--- src/design/height_spectral_colormap_core_defines.svh ---
// ============================================================================
// Assertion macros for the height spectral colormap core
// Shared concurrent assertion wrappers; they expand to nothing in synthesis.
// ============================================================================
`ifndef HEIGHT_SPECTRAL_COLORMAP_CORE_DEFINES_SVH
`define HEIGHT_SPECTRAL_COLORMAP_CORE_DEFINES_SVH

`ifndef SYNTHESIS
`define HSC_ASSERT(lbl, clk, rst_n, prop) \
    lbl: assert property (@(posedge clk) disable iff (!rst_n) prop) \
        else $error("hsc assertion failed");
`define HSC_ASSERT_ALWAYS(lbl, clk, prop) \
    lbl: assert property (@(posedge clk) prop) \
        else $error("hsc assertion failed");
`else
`define HSC_ASSERT(lbl, clk, rst_n, prop)
`define HSC_ASSERT_ALWAYS(lbl, clk, prop)
`endif

`endif

--- src/design/hsc_pkg.sv ---
// ============================================================================
// hsc_pkg
// Formats, stop table and segment constants of the height colormap pipeline.
// ============================================================================
`default_nettype none

package hsc_pkg;

    localparam int FRAC_BITS   = 16;
    localparam int HEIGHT_W    = 20;
    localparam int MAG_W       = HEIGHT_W - 1;
    localparam int CHAN_W      = 8;
    localparam int CHAN_COUNT  = 3;
    localparam int STOP_COUNT  = 10;
    localparam int SEG_COUNT   = STOP_COUNT - 1;
    localparam int SEG_W       = $clog2(STOP_COUNT);
    localparam int POS_W       = 7;
    localparam int STOP_SCALE  = 100;
    localparam int SCALED_W    = MAG_W + POS_W;
    localparam int SPAN_W      = 4;
    localparam int N_W         = FRAC_BITS + SPAN_W;
    localparam int NUM_W       = N_W + CHAN_W;
    localparam int X_W         = NUM_W - FRAC_BITS;
    localparam int RECIP_SHIFT = 20;
    localparam int RECIP_W     = 18;
    localparam int PROD_W      = X_W + RECIP_W;
    localparam int GRAY_W      = MAG_W + CHAN_W;

    typedef logic [1:0] t_kind;

    localparam t_kind KIND_LOW    = 2'd0;
    localparam t_kind KIND_WHITE  = 2'd1;
    localparam t_kind KIND_GRAY   = 2'd2;
    localparam t_kind KIND_INTERP = 2'd3;

    typedef struct packed {
        t_kind              kind;
        logic [SEG_W-1:0]   seg;
        logic [N_W-1:0]     n;
        logic [CHAN_W-1:0]  gray;
        logic               last;
    } t_seg_word;

    localparam logic [POS_W-1:0] STOP_POS [0:STOP_COUNT-1] = '{
        7'd0, 7'd12, 7'd24, 7'd38, 7'd52, 7'd66, 7'd78, 7'd88, 7'd95, 7'd100
    };

    localparam logic [CHAN_W-1:0] STOP_RGB [0:STOP_COUNT-1][0:CHAN_COUNT-1] = '{
        '{8'd0,   8'd8,   8'd92},
        '{8'd0,   8'd84,  8'd196},
        '{8'd0,   8'd232, 8'd255},
        '{8'd0,   8'd168, 8'd74},
        '{8'd244, 8'd235, 8'd60},
        '{8'd255, 8'd164, 8'd32},
        '{8'd228, 8'd42,  8'd24},
        '{8'd118, 8'd72,  8'd42},
        '{8'd132, 8'd86,  8'd178},
        '{8'd255, 8'd255, 8'd255}
    };

    localparam logic [SPAN_W-1:0] SEG_SPAN [0:SEG_COUNT-1] = '{
        4'd12, 4'd12, 4'd14, 4'd14, 4'd14, 4'd12, 4'd10, 4'd7, 4'd5
    };

    // Rounded-up reciprocals; exact floor division for every blend quotient.
    localparam logic [RECIP_W-1:0] SEG_RECIP [0:SEG_COUNT-1] = '{
        RECIP_W'(((2 ** RECIP_SHIFT) + 11) / 12),
        RECIP_W'(((2 ** RECIP_SHIFT) + 11) / 12),
        RECIP_W'(((2 ** RECIP_SHIFT) + 13) / 14),
        RECIP_W'(((2 ** RECIP_SHIFT) + 13) / 14),
        RECIP_W'(((2 ** RECIP_SHIFT) + 13) / 14),
        RECIP_W'(((2 ** RECIP_SHIFT) + 11) / 12),
        RECIP_W'(((2 ** RECIP_SHIFT) + 9) / 10),
        RECIP_W'(((2 ** RECIP_SHIFT) + 6) / 7),
        RECIP_W'(((2 ** RECIP_SHIFT) + 4) / 5)
    };

endpackage

`default_nettype wire

--- src/design/hsc_front.sv ---
// ============================================================================
// hsc_front
// Scales the height, finds its colormap segment and the offset within it.
// ============================================================================
`default_nettype none

`include "height_spectral_colormap_core_defines.svh"

module hsc_front
    import hsc_pkg::*;
(
    input  wire logic                       i_clk,
    input  wire logic                       i_rst_n,
    input  wire logic                       i_en,
    input  wire logic                       i_valid,
    input  wire logic signed [HEIGHT_W-1:0] i_height_sample,
    input  wire logic                       i_last_pixel,
    input  wire logic                       i_color_mode,
    output logic                            o_valid,
    output t_seg_word                       o_word
);

    logic                r_s1_valid;
    logic [SCALED_W-1:0] r_s1_scaled;
    logic                r_s1_low;
    logic                r_s1_mode;
    logic [CHAN_W-1:0]   r_s1_gray;
    logic                r_s1_last;

    logic                r_s2_valid;
    t_seg_word           r_s2_word;

    logic [MAG_W-1:0]    w_mag;
    logic                w_low;
    logic                w_sat;
    logic [SCALED_W-1:0] w_scaled;
    logic [GRAY_W-1:0]   w_gray_prod;
    logic [CHAN_W-1:0]   n_s1_gray;
    t_seg_word           n_s2_word;

    always_comb begin
        w_mag       = i_height_sample[MAG_W-1:0];
        w_low       = i_height_sample[HEIGHT_W-1] || (w_mag == '0);
        w_sat       = |(w_mag >> FRAC_BITS);
        w_scaled    = SCALED_W'(w_mag) * SCALED_W'(STOP_SCALE);
        w_gray_prod = GRAY_W'(w_mag) * GRAY_W'(255);
        if (w_low) begin
            n_s1_gray = '0;
        end else if (w_sat) begin
            n_s1_gray = '1;
        end else begin
            n_s1_gray = w_gray_prod[FRAC_BITS +: CHAN_W];
        end
    end

    always_ff @(posedge i_clk) begin
        if (!i_rst_n) begin
            r_s1_valid <= 1'b0;
            r_s2_valid <= 1'b0;
        end else if (i_en) begin
            r_s1_valid <= i_valid;
            r_s2_valid <= r_s1_valid;
        end
    end

    always_ff @(posedge i_clk) begin
        if (i_en) begin
            r_s1_scaled <= w_scaled;
            r_s1_low    <= w_low;
            r_s1_mode   <= i_color_mode;
            r_s1_gray   <= n_s1_gray;
            r_s1_last   <= i_last_pixel;
            r_s2_word   <= n_s2_word;
        end
    end

    // The first stop at or above the height closes the segment.
    always_comb begin
        logic             found;
        logic [SEG_W-1:0] seg;
        found = 1'b0;
        seg   = '0;
        for (int i = STOP_COUNT - 1; i >= 1; i--) begin
            if (r_s1_scaled <= (SCALED_W'(STOP_POS[i]) << FRAC_BITS)) begin
                found = 1'b1;
                seg   = SEG_W'(i - 1);
            end
        end
        n_s2_word.seg  = seg;
        n_s2_word.n    = N_W'(r_s1_scaled - (SCALED_W'(STOP_POS[seg]) << FRAC_BITS));
        n_s2_word.gray = r_s1_gray;
        n_s2_word.last = r_s1_last;
        priority if (r_s1_mode) begin
            n_s2_word.kind = KIND_GRAY;
        end else if (r_s1_low) begin
            n_s2_word.kind = KIND_LOW;
        end else if (!found) begin
            n_s2_word.kind = KIND_WHITE;
        end else begin
            n_s2_word.kind = KIND_INTERP;
        end
    end

    assign o_valid = r_s2_valid;
    assign o_word  = r_s2_word;

    `HSC_ASSERT(a_interp_offset, i_clk, i_rst_n, r_s2_valid && (r_s2_word.kind == KIND_INTERP) |-> (r_s2_word.n != '0) && (r_s2_word.seg < SEG_W'(SEG_COUNT)))

endmodule

`default_nettype wire

--- src/design/hsc_blend.sv ---
// ============================================================================
// hsc_blend
// Blends the two stop colors of a segment per channel and selects the pixel.
// ============================================================================
`default_nettype none

`include "height_spectral_colormap_core_defines.svh"

module hsc_blend
    import hsc_pkg::*;
(
    input  wire logic         i_clk,
    input  wire logic         i_rst_n,
    input  wire logic         i_en,
    input  wire logic         i_valid,
    input  wire t_seg_word    i_word,
    output logic              o_valid,
    output logic [CHAN_W-1:0] o_red,
    output logic [CHAN_W-1:0] o_green,
    output logic [CHAN_W-1:0] o_blue,
    output logic              o_last
);

    logic              r_s3_valid;
    t_kind             r_s3_kind;
    logic [SEG_W-1:0]  r_s3_seg;
    logic [CHAN_W-1:0] r_s3_gray;
    logic              r_s3_last;
    logic [X_W-1:0]    r_s3_x   [0:CHAN_COUNT-1];

    logic              r_s4_valid;
    logic              r_s4_last;
    logic [CHAN_W-1:0] r_s4_rgb [0:CHAN_COUNT-1];

    logic [N_W-1:0]    w_span;
    logic [N_W-1:0]    w_rest;

    assign w_span = N_W'(SEG_SPAN[i_word.seg]) << FRAC_BITS;
    assign w_rest = w_span - i_word.n;

    always_ff @(posedge i_clk) begin
        if (!i_rst_n) begin
            r_s3_valid <= 1'b0;
            r_s4_valid <= 1'b0;
        end else if (i_en) begin
            r_s3_valid <= i_valid;
            r_s4_valid <= r_s3_valid;
        end
    end

    always_ff @(posedge i_clk) begin
        if (i_en) begin
            r_s3_kind <= i_word.kind;
            r_s3_seg  <= i_word.seg;
            r_s3_gray <= i_word.gray;
            r_s3_last <= i_word.last;
            r_s4_last <= r_s3_last;
        end
    end

    for (genvar c = 0; c < CHAN_COUNT; c++) begin : g_lane
        logic [CHAN_W-1:0] w_ca;
        logic [CHAN_W-1:0] w_cb;
        logic [NUM_W-1:0]  w_num;
        logic [X_W-1:0]    n_s3_x;
        logic [PROD_W-1:0] w_prod;
        logic [CHAN_W-1:0] n_s4_rgb;

        assign w_ca   = STOP_RGB[i_word.seg][c];
        assign w_cb   = STOP_RGB[SEG_W'(i_word.seg + 1'b1)][c];
        assign w_num  = NUM_W'(w_ca) * NUM_W'(w_rest) + NUM_W'(w_cb) * NUM_W'(i_word.n);
        assign n_s3_x = w_num[NUM_W-1:FRAC_BITS];
        assign w_prod = PROD_W'(r_s3_x[c]) * PROD_W'(SEG_RECIP[r_s3_seg]);

        always_comb begin
            unique case (r_s3_kind)
                KIND_LOW:    n_s4_rgb = STOP_RGB[0][c];
                KIND_WHITE:  n_s4_rgb = '1;
                KIND_GRAY:   n_s4_rgb = r_s3_gray;
                KIND_INTERP: n_s4_rgb = w_prod[RECIP_SHIFT +: CHAN_W];
            endcase
        end

        always_ff @(posedge i_clk) begin
            if (i_en) begin
                r_s3_x[c]   <= n_s3_x;
                r_s4_rgb[c] <= n_s4_rgb;
            end
        end
    end

    assign o_valid = r_s4_valid;
    assign o_last  = r_s4_last;
    assign o_red   = r_s4_rgb[0];
    assign o_green = r_s4_rgb[1];
    assign o_blue  = r_s4_rgb[2];

    for (genvar c = 0; c < CHAN_COUNT; c++) begin : g_check
        `HSC_ASSERT(a_blend_range, i_clk, i_rst_n, r_s3_valid && (r_s3_kind == KIND_INTERP) |-> (r_s3_x[c] <= X_W'(SEG_SPAN[r_s3_seg]) * X_W'(255)))
    end

    `HSC_ASSERT(a_gray_equal, i_clk, i_rst_n, i_en && r_s3_valid && (r_s3_kind == KIND_GRAY) |=> (o_red == o_green) && (o_green == o_blue))

endmodule

`default_nettype wire

--- src/design/height_spectral_colormap_core.sv ---
// ============================================================================
// height_spectral_colormap_core
// Maps one fixed-point height word to one RGB pixel, spectral or gray.
// Throughput is one word per unstalled cycle through a four-stage pipeline.
// A stall on the output holds every stage; bubbles pass through.
// Reset clears all stage valid bits and selects the spectral colormap.
// ============================================================================
`default_nettype none

`include "height_spectral_colormap_core_defines.svh"

module height_spectral_colormap_core
    import hsc_pkg::*;
(
    input  wire logic                       i_clk,
    input  wire logic                       i_rst_n,
    input  wire logic                       i_cfg_we,
    input  wire logic                       i_cfg_wdata,
    input  wire logic                       i_valid,
    output logic                            o_stall,
    input  wire logic signed [HEIGHT_W-1:0] i_height_sample,
    input  wire logic                       i_last_pixel,
    output logic                            o_valid,
    input  wire logic                       i_stall,
    output logic [CHAN_W-1:0]               o_red,
    output logic [CHAN_W-1:0]               o_green,
    output logic [CHAN_W-1:0]               o_blue,
    output logic                            o_last_pixel_out
);

    logic      r_color_mode;
    logic      w_en;
    logic      w_front_valid;
    t_seg_word w_front_word;

    assign w_en    = !(i_stall && o_valid);
    assign o_stall = !w_en;

    always_ff @(posedge i_clk) begin
        if (!i_rst_n) begin
            r_color_mode <= 1'b0;
        end else if (i_cfg_we) begin
            r_color_mode <= i_cfg_wdata;
        end
    end

    hsc_front u_front (
        .i_clk           (i_clk),
        .i_rst_n         (i_rst_n),
        .i_en            (w_en),
        .i_valid         (i_valid),
        .i_height_sample (i_height_sample),
        .i_last_pixel    (i_last_pixel),
        .i_color_mode    (r_color_mode),
        .o_valid         (w_front_valid),
        .o_word          (w_front_word)
    );

    hsc_blend u_blend (
        .i_clk   (i_clk),
        .i_rst_n (i_rst_n),
        .i_en    (w_en),
        .i_valid (w_front_valid),
        .i_word  (w_front_word),
        .o_valid (o_valid),
        .o_red   (o_red),
        .o_green (o_green),
        .o_blue  (o_blue),
        .o_last  (o_last_pixel_out)
    );

    `HSC_ASSERT_ALWAYS(a_reset_flush, i_clk, !i_rst_n |=> !o_valid && !w_front_valid)

endmodule

`default_nettype wire

--- config.mk ---
export PLATFORM = sky130hd
export DESIGN_NAME = height_spectral_colormap_core
export DESIGN_NICKNAME = d
export VERILOG_FILES = /design/src/design/hsc_pkg.sv /design/src/design/hsc_front.sv /design/src/design/hsc_blend.sv /design/src/design/height_spectral_colormap_core.sv
export VERILOG_INCLUDE_DIRS = /design/src /design/src/design
export SDC_FILE = /design/constraint.sdc
export NUM_CORES = 2
export LEC_CHECK = 0
export ABC_AREA = 1
export ABC_CLOCK_PERIOD_IN_PS = 9600
export BUFFER_PORTS_ARGS = -buffer_cell sky130_fd_sc_hd__buf_2
export CELL_PAD_IN_SITES_DETAIL_PLACEMENT = 1
export CELL_PAD_IN_SITES_GLOBAL_PLACEMENT = 1
export CORE_UTILIZATION = 40
export DETAILED_ROUTE_END_ITERATION = 10
export PLACE_DENSITY = 0.76
export SLEW_MARGIN = 20
export SYNTH_ARGS = -nofsm -noshare
export SYNTH_HDL_FRONTEND = slang
export SYNTH_SLANG_ARGS = --single-unit
--- constraint.sdc ---
create_clock -name i_clk -period 9.6 [get_ports i_clk]
set_input_delay 1.44 -clock i_clk [delete_from_list [all_inputs] [get_ports i_clk]]
set_output_delay 1.44 -clock i_clk [all_outputs]
set_load 0.005 [all_outputs]
# ---- Yosys cells after proc, flatten, opt, wreduce, memory -nomap -nowiden
# Memory sizes are Yosys's and may differ from the RTL's.
# Index checks and enable logic that the tools add are counted.
dict set report word_totals {
  latch_bits 0
  register_bits 91
  ram_bits 60
  mem_count 7
  rom_bits 1232
  word_cells 106
  in_bits 27
}
dict set report classes {
  n_addsub 6
  reduce_logical 6
  bitwise_logic 4
  n_eq_ne 3
  mux 35
  mul 11
  n_lt_le_gt_ge 13
  div 0
  n_shift 0
}
# name depth width read_ports rd_ports_with_merged_regs wr line_no
set mem_list {}
lappend mem_list {{(name not given)} 16 24 1 0 0 hsc_blend.sv:69} ;# assign w_ca = STOP_RGB[i_word.seg][c];
lappend mem_list {{(name not given)} 16 24 1 0 0 hsc_blend.sv:70} ;# assign w_cb = STOP_RGB[SEG_W'(i_word.seg + 1'b1)][c];
lappend mem_list {{(name not given)} 16 18 1 0 0 hsc_blend.sv:73} ;# assign w_prod = PROD_W'(r_s3_x[c]) * PROD_W'(SEG_RECIP[r_s3_seg]);
lappend mem_list {{(name not given)} 16 7 1 0 0 hsc_front.sv:90} ;# n_s2_word.n = N_W'(r_s1_scaled - (SCALED_W'(STOP_POS[seg]) << FRAC_BITS));
lappend mem_list {{(name not given)} 16 4 1 0 0 hsc_blend.sv:38} ;# assign w_span = N_W'(SEG_SPAN[i_word.seg]) << FRAC_BITS;
lappend mem_list {u_blend.r_s3_x 3 12 3 0 3 hsc_blend.sv:29} ;# logic [X_W-1:0] r_s3_x [0:CHAN_COUNT-1];
lappend mem_list {{+1 memories} n/a n/a n/a n/a n/a n/a}
# cell count
set ops {}
lappend ops {{multiplier 8 x 20 -> 28 bit} 6}
lappend ops {{<= comparator 26 x 23 -> 1 bit (second input constant)} 5}
lappend ops {{2-to-1 mux 24 bit} 4}
lappend ops {{case mux 8 bit (4 select lines)} 3}
lappend ops {{adder 28 bit} 3}
lappend ops {{multiplier 12 x 18 -> 28 bit} 3}
lappend ops {{<= comparator 26 x 22 -> 1 bit (second input constant)} 2}
lappend ops {{2-to-1 mux 4 bit} 13}
lappend ops {{subtractor 20 bit} 2}
lappend ops {{2-to-1 mux 18 bit} 2}
lappend ops {{<= comparator 26 x 20 -> 1 bit (second input constant)} 1}
lappend ops {{<= comparator 26 x 21 -> 1 bit (second input constant)} 1}
lappend ops {{multiplier 19 x 5 -> 24 bit (second input constant)} 1}
lappend ops {{multiplier 19 x 8 -> 24 bit (second input constant)} 1}
lappend ops {{greater-or-equal comparator 5 bit (second input constant)} 4}
lappend ops {{NOT 4 -> 5 bit} 4}
lappend ops {{zero test 19 bit} 1}
lappend ops {{2-to-1 mux 1 bit} 10}
lappend ops {{2-to-1 mux 8 bit} 1}
lappend ops {{adder 4 x 1 -> 4 bit (second input constant)} 1}
lappend ops {{equality test 2 bit (second input constant)} 2}
lappend ops {{2-to-1 mux 2 bit} 2}
lappend ops {{OR reduction 3 bit} 1}
lappend ops {{equality test 2 x 1 -> 1 bit (second input constant)} 1}
lappend ops {{other kinds (4)} 4}

# ---- Longest topological paths before layout
dict set report logic_depth {
  word_depth 15
  mapped_depth 36
  depth_no_buf 33
}

# ---- By module
# From an unflattened synthesis, not the netlist that was laid out.
dict set report unflattened {
  cells_unflattened 7425
  hier_area_um2 60344.1
}
# mod area_each_um2 seq_area_each_um2 cells_each n_inst
set by_module_without_submodules {}
lappend by_module_without_submodules {hsc_blend 52128.7 2322.2 6522 1}
lappend by_module_without_submodules {hsc_front 8166.6 2082.0 895 1}
lappend by_module_without_submodules {height_spectral_colormap_core 48.8 20.0 8 1}

# ---- Worst setup path before layout
# OpenSTA, ideal clock, no wires.
dict set report synth_path {
  kind {register -> register}
  from {reg u_front.r_s2_word (netlist bit u_front.o_word[30])}
  to {mem u_blend.r_s3_x[0][11] (netlist name), data pin}
  t_arrival_ns 6.728
  stages_incl_launch_ff 36
  setup_ns 0.252
  setup_slack_ns 2.620
  cell_sequence {edfxtp_1 > ha_1 > ha_1 > nor2_1 > inv_1 > ha_1 > inv_1 > nor2_1 > nand3_1 > nor2_1 > nand3_1 > o311ai_0 > or2_1 > nand2_1 > buf_2 > nor2_1 > fa_1 > inv_1 > fa_1 > inv_1 > fa_1 > fa_1 > fa_1 > inv_1 > fa_1 > inv_1 > ha_1 > clkbuf_1 > a21oi_1 > o21ai_0 > a21oi_1 > nand2_1 > a31oi_1 > nand2_1 > nand2_1 > nand2_1}
}
# element line_no
set synth_rtl {}
lappend synth_rtl {{start: declaration} hsc_front.sv:31} ;# t_seg_word r_s2_word;
lappend synth_rtl {{start signal: assignment} hsc_front.sv:73} ;# r_s2_word <= n_s2_word;
lappend synth_rtl {{end: declaration} hsc_blend.sv:29}

==> qor.txt <==
STA
--------------------------------------------------------------------------------------------------------
Share of the clock period used by the worst path after layout .............................       0.8878
Highest attainable clock frequency ........................................................    117.3 MHz
Worst-case clock skew .....................................................................   0.02685 ns
Unrepaired setup endpoints after global routing ...........................................           no
Post-layout min period ....................................................................     8.523 ns
Hold violation count in the final report ..................................................            0
Worst-case headroom to the max-slew limit .................................................       0.1936
TNS Setup .................................................................................         0 ns
Actual slew at the worst max-slew pin .....................................................     1.197 ns
Slew Limit Fails ..........................................................................            0
Final setup violating endpoints ...........................................................            0

CRITICAL PATH
--------------------------------------------------------------------------------------------------------
Combined buffer and inverter count along the critical path ................................           11
CP endpoint kind ..........................................................................         flop
Standard cell with the maximum stage delay on the critical path ........................... sky130_fd_sc_hd__edfxtp_1
Worst path max stage delay ................................................................      0.87 ns
Launch instance of the worst register-to-register path .................................... u_front.o_word[29]$_DFFE_PN_
Startpoint class of the critical path .....................................................         flop
Crit Path Category ........................................................................ flop to flop
Family with the most delay on the worst path ..............................................  adder cells
Maximum fanout count along the critical path ..............................................           16
Arrival time worst endpoint ...............................................................      8.79 ns
Critical path data required time ..........................................................      9.87 ns
Worst setup path start .................................................................... u_front.o_word[29]$_DFFE_PN_
Cell occurring most often along the worst timing path ..................................... sky130_fd_sc_hd__inv_1

SYNTH
--------------------------------------------------------------------------------------------------------
Sequential-to-total area share from yosys stat ............................................      0.07783
Top flip-flop cell by instance count after synthesis ...................................... sky130_fd_sc_hd__edfxtp_1
Cell types occupying the most area after synthesis ........................................ sky130_fd_sc_hd__fa_1 (44%), sky130_fd_sc_hd__inv_1 (13%), sky130_fd_sc_hd__ha_1 (11%)
Number of synthesis warnings ..............................................................            0
Flops & latches, synth ....................................................................          149
Average cell area after synthesis .........................................................    8.195 um2
Mapped Area ...............................................................................    56850 um2
Share of flip-flops with an asynchronous set or reset after synthesis .....................            0
Post-synth net total ......................................................................         8727
Area share of the largest cell type after synthesis .......................................       0.4434
Number of standard cells after synthesis ..................................................         6937
Cell taking the most area after synthesis ................................................. sky130_fd_sc_hd__fa_1
Count of distinct cell types in the synthesized netlist ...................................           67
Number of flops mapped to enable cells by yosys ...........................................          144

GLOBAL ROUTING
--------------------------------------------------------------------------------------------------------
Global-route wire length before repair ....................................................     308.9 mm
Initial antenna violation count ...........................................................            1
Global route overflow .....................................................................            0
GRT Resource Usage Total ..................................................................       0.2869
Vias in the first global route ............................................................        52620
Pin count of the biggest net entering global routing ......................................           72

PLACED DESIGN
--------------------------------------------------------------------------------------------------------
RePlAce Congestion ........................................................................       0.9719
Half-perimeter wire length after detailed placement .......................................     167.6 mm
Number of input and output port buffers inserted ..........................................           53

MIN PATH
--------------------------------------------------------------------------------------------------------
Worst hold path startpoint ................................................................ u_front.r_s1_gray[1]$_SDFFCE_PP0N_
Class of the worst hold path .............................................................. flop to flop

ROUTING
--------------------------------------------------------------------------------------------------------
Routed via count ..........................................................................        46130
Router iterations before antenna repair ...................................................            5
Antenna viol nets, final ..................................................................            0
Wire length reported by the detailed router ...............................................     198.3 mm
Routed wirelength normalized by instance count ............................................     22.49 um
Drc violations ............................................................................            0
Number of DRC violations after detailed-routing iteration 0 ...............................         3141
Detail-routed via count per cell ..........................................................        5.231

FINAL LAYOUT
--------------------------------------------------------------------------------------------------------
Layout cells sized above 1 ................................................................      0.03990
Most frequent standard cell in the layout excluding fill and tap cells .................... sky130_fd_sc_hd__inv_1
Commonest cells after routing, fill and taps aside ........................................ sky130_fd_sc_hd__inv_1 (1916), sky130_fd_sc_hd__nand2_1 (1287), sky130_fd_sc_hd__fa_1 (1259)
Fill cell total of the finished layout ....................................................        17210
Layout overhead on the synthesized area ...................................................       5.716%
Number of antenna cells inserted ..........................................................            0
Total Nets Final ..........................................................................         8720

DIE
--------------------------------------------------------------------------------------------------------
Site row count ............................................................................          137
Area of the core ..........................................................................   140200 um2
Boundary pin count ........................................................................           54
Die Area ..................................................................................   143600 um2
Chip Height ...............................................................................     379.0 um
Die extent in x ...........................................................................     379.0 um
Initial core utilization ..................................................................       0.4054

CLOCKING
--------------------------------------------------------------------------------------------------------
Clock tree from TritonCTS .................................................................          yes
Number of buffers inserted for hold repair after clock tree synthesis .....................            0
H-Tree Level Count ........................................................................            4
Number of buffers on the longest clock path ...............................................            2
Source-to-sink clock delay at the later pin of the worst-skew pair ........................      0.54 ns
Master cell of the clock root buffer ...................................................... sky130_fd_sc_hd__clkbuf_16
Post-CTS clock slew at the launch and capture registers of the worst setup and hold paths .      0.08 ns
Inserted Clock Buffers ....................................................................           17
Total setup buffers inserted after CTS ....................................................            0
Number of gates resized after CTS .........................................................            0
Clk sink count ............................................................................          149

OUTCOME
--------------------------------------------------------------------------------------------------------
Run status ................................................................................ complete, no violations

JOB
--------------------------------------------------------------------------------------------------------
Count of maximum capacitance violations ...................................................            0

==> worst paths after layout <==
path,endpoint,slack (ns),cells after the start
worst max-delay path,u_blend.r_s3_x[0][19]$_DFFE_PN_,1.08,29
worst min-delay path,u_front.o_word[2]$_DFFE_PN_,0.42,0
worst max register to register,u_blend.r_s3_x[0][19]$_DFFE_PN_,1.08,29
worst min register to register,u_front.o_word[2]$_DFFE_PN_,0.42,0
==> cell type report <==
cell class | count | area [um2] | area share
multi-input combinational | 4655 | 44360 | 0.7380
inverter | 1948 | 7322 | 0.1218
sequential | 149 | 4424 | 0.07362
tap | 1876 | 2347 | 0.03906
timing repair buffer | 159 | 1061 | 0.01765
clock buffer | 18 | 429.2 | 0.007141
clock inverter | 14 | 158.9 | 0.002644
==> synthesized netlist by cell type (all sizes together) (4+ instances only) <==
master	number
nand4	36
or2	13
clkinv	7
a21o	24
xnor2	35
a211oi	7
o22ai	4
clkbuf	134
o21bai	14
a31oi	24
and2	4
nand2	1306
buf	51
ha	504
inv	1941
nor3	49
o211ai	9
o221ai	4
nand3	134
dfxtp	5
o21a	14
a21oi	192
o21ai	142
nand3b	10
nor2	787
edfxtp	144
fa	1259
xor2	48
nor4	10
==> cells by family after synthesis <==
kind of cell / Yosys count / share of synthesized area
AO/OA/AOI/OAI: 453 / 0.04576
XOR/XNOR: 83 / 0.01292
buffers and inverters: 2133 / 0.1422
adder cells (fa/ha/maj): 1763 / 0.5543
AND/OR/NAND/NOR: 2356 / 0.1670
flip-flops: 149 / 0.07783
==> flip-flops by register name, indices dropped and copies added (netlist names), 2 cells and up <==
signal,cells
u_blend.r_s3_x,36
u_front.o_word,33
u_blend.r_s4_rgb,24
u_front.r_s1_scaled,24
u_blend.r_s3_gray,8
u_front.r_s1_gray,8
u_blend.r_s3_seg,4
u_blend.r_s3_kind,2
==> through the flow <==
stage,hold slack [ns],std cells,setup WS (ns),util,area (um2)
finish,0.4208,8819,1.077,0.4286,60100
global placement,0.4005,8787,1.346,0.4244,59510
floorplan,0.4003,6937,2.620,-,56850
CTS,0.4238,8819,1.107,0.4286,60100
global route,0.4278,8819,0.5617,0.4286,60100
detailed placement,0.4061,8787,1.195,0.4244,59510
==> layer usage <==
| metal | track usage | vias up | share of wire |
|---|---|---|---|
| met4 | 0.1226 | 2 | 0.049 |
| met3 | 0.05260 | 471 | 0.071 |
| li1 | - | 20240 | - |
| met1 | 0.3616 | 23890 | 0.40 |
| met5 | 0 | - | 0.000066 |
| met2 | 0.4808 | 1525 | 0.48 |
Power is left out: the tool's default activity adds up to more than one toggle a clock period on the data nets, which glitch-free logic cannot reach.
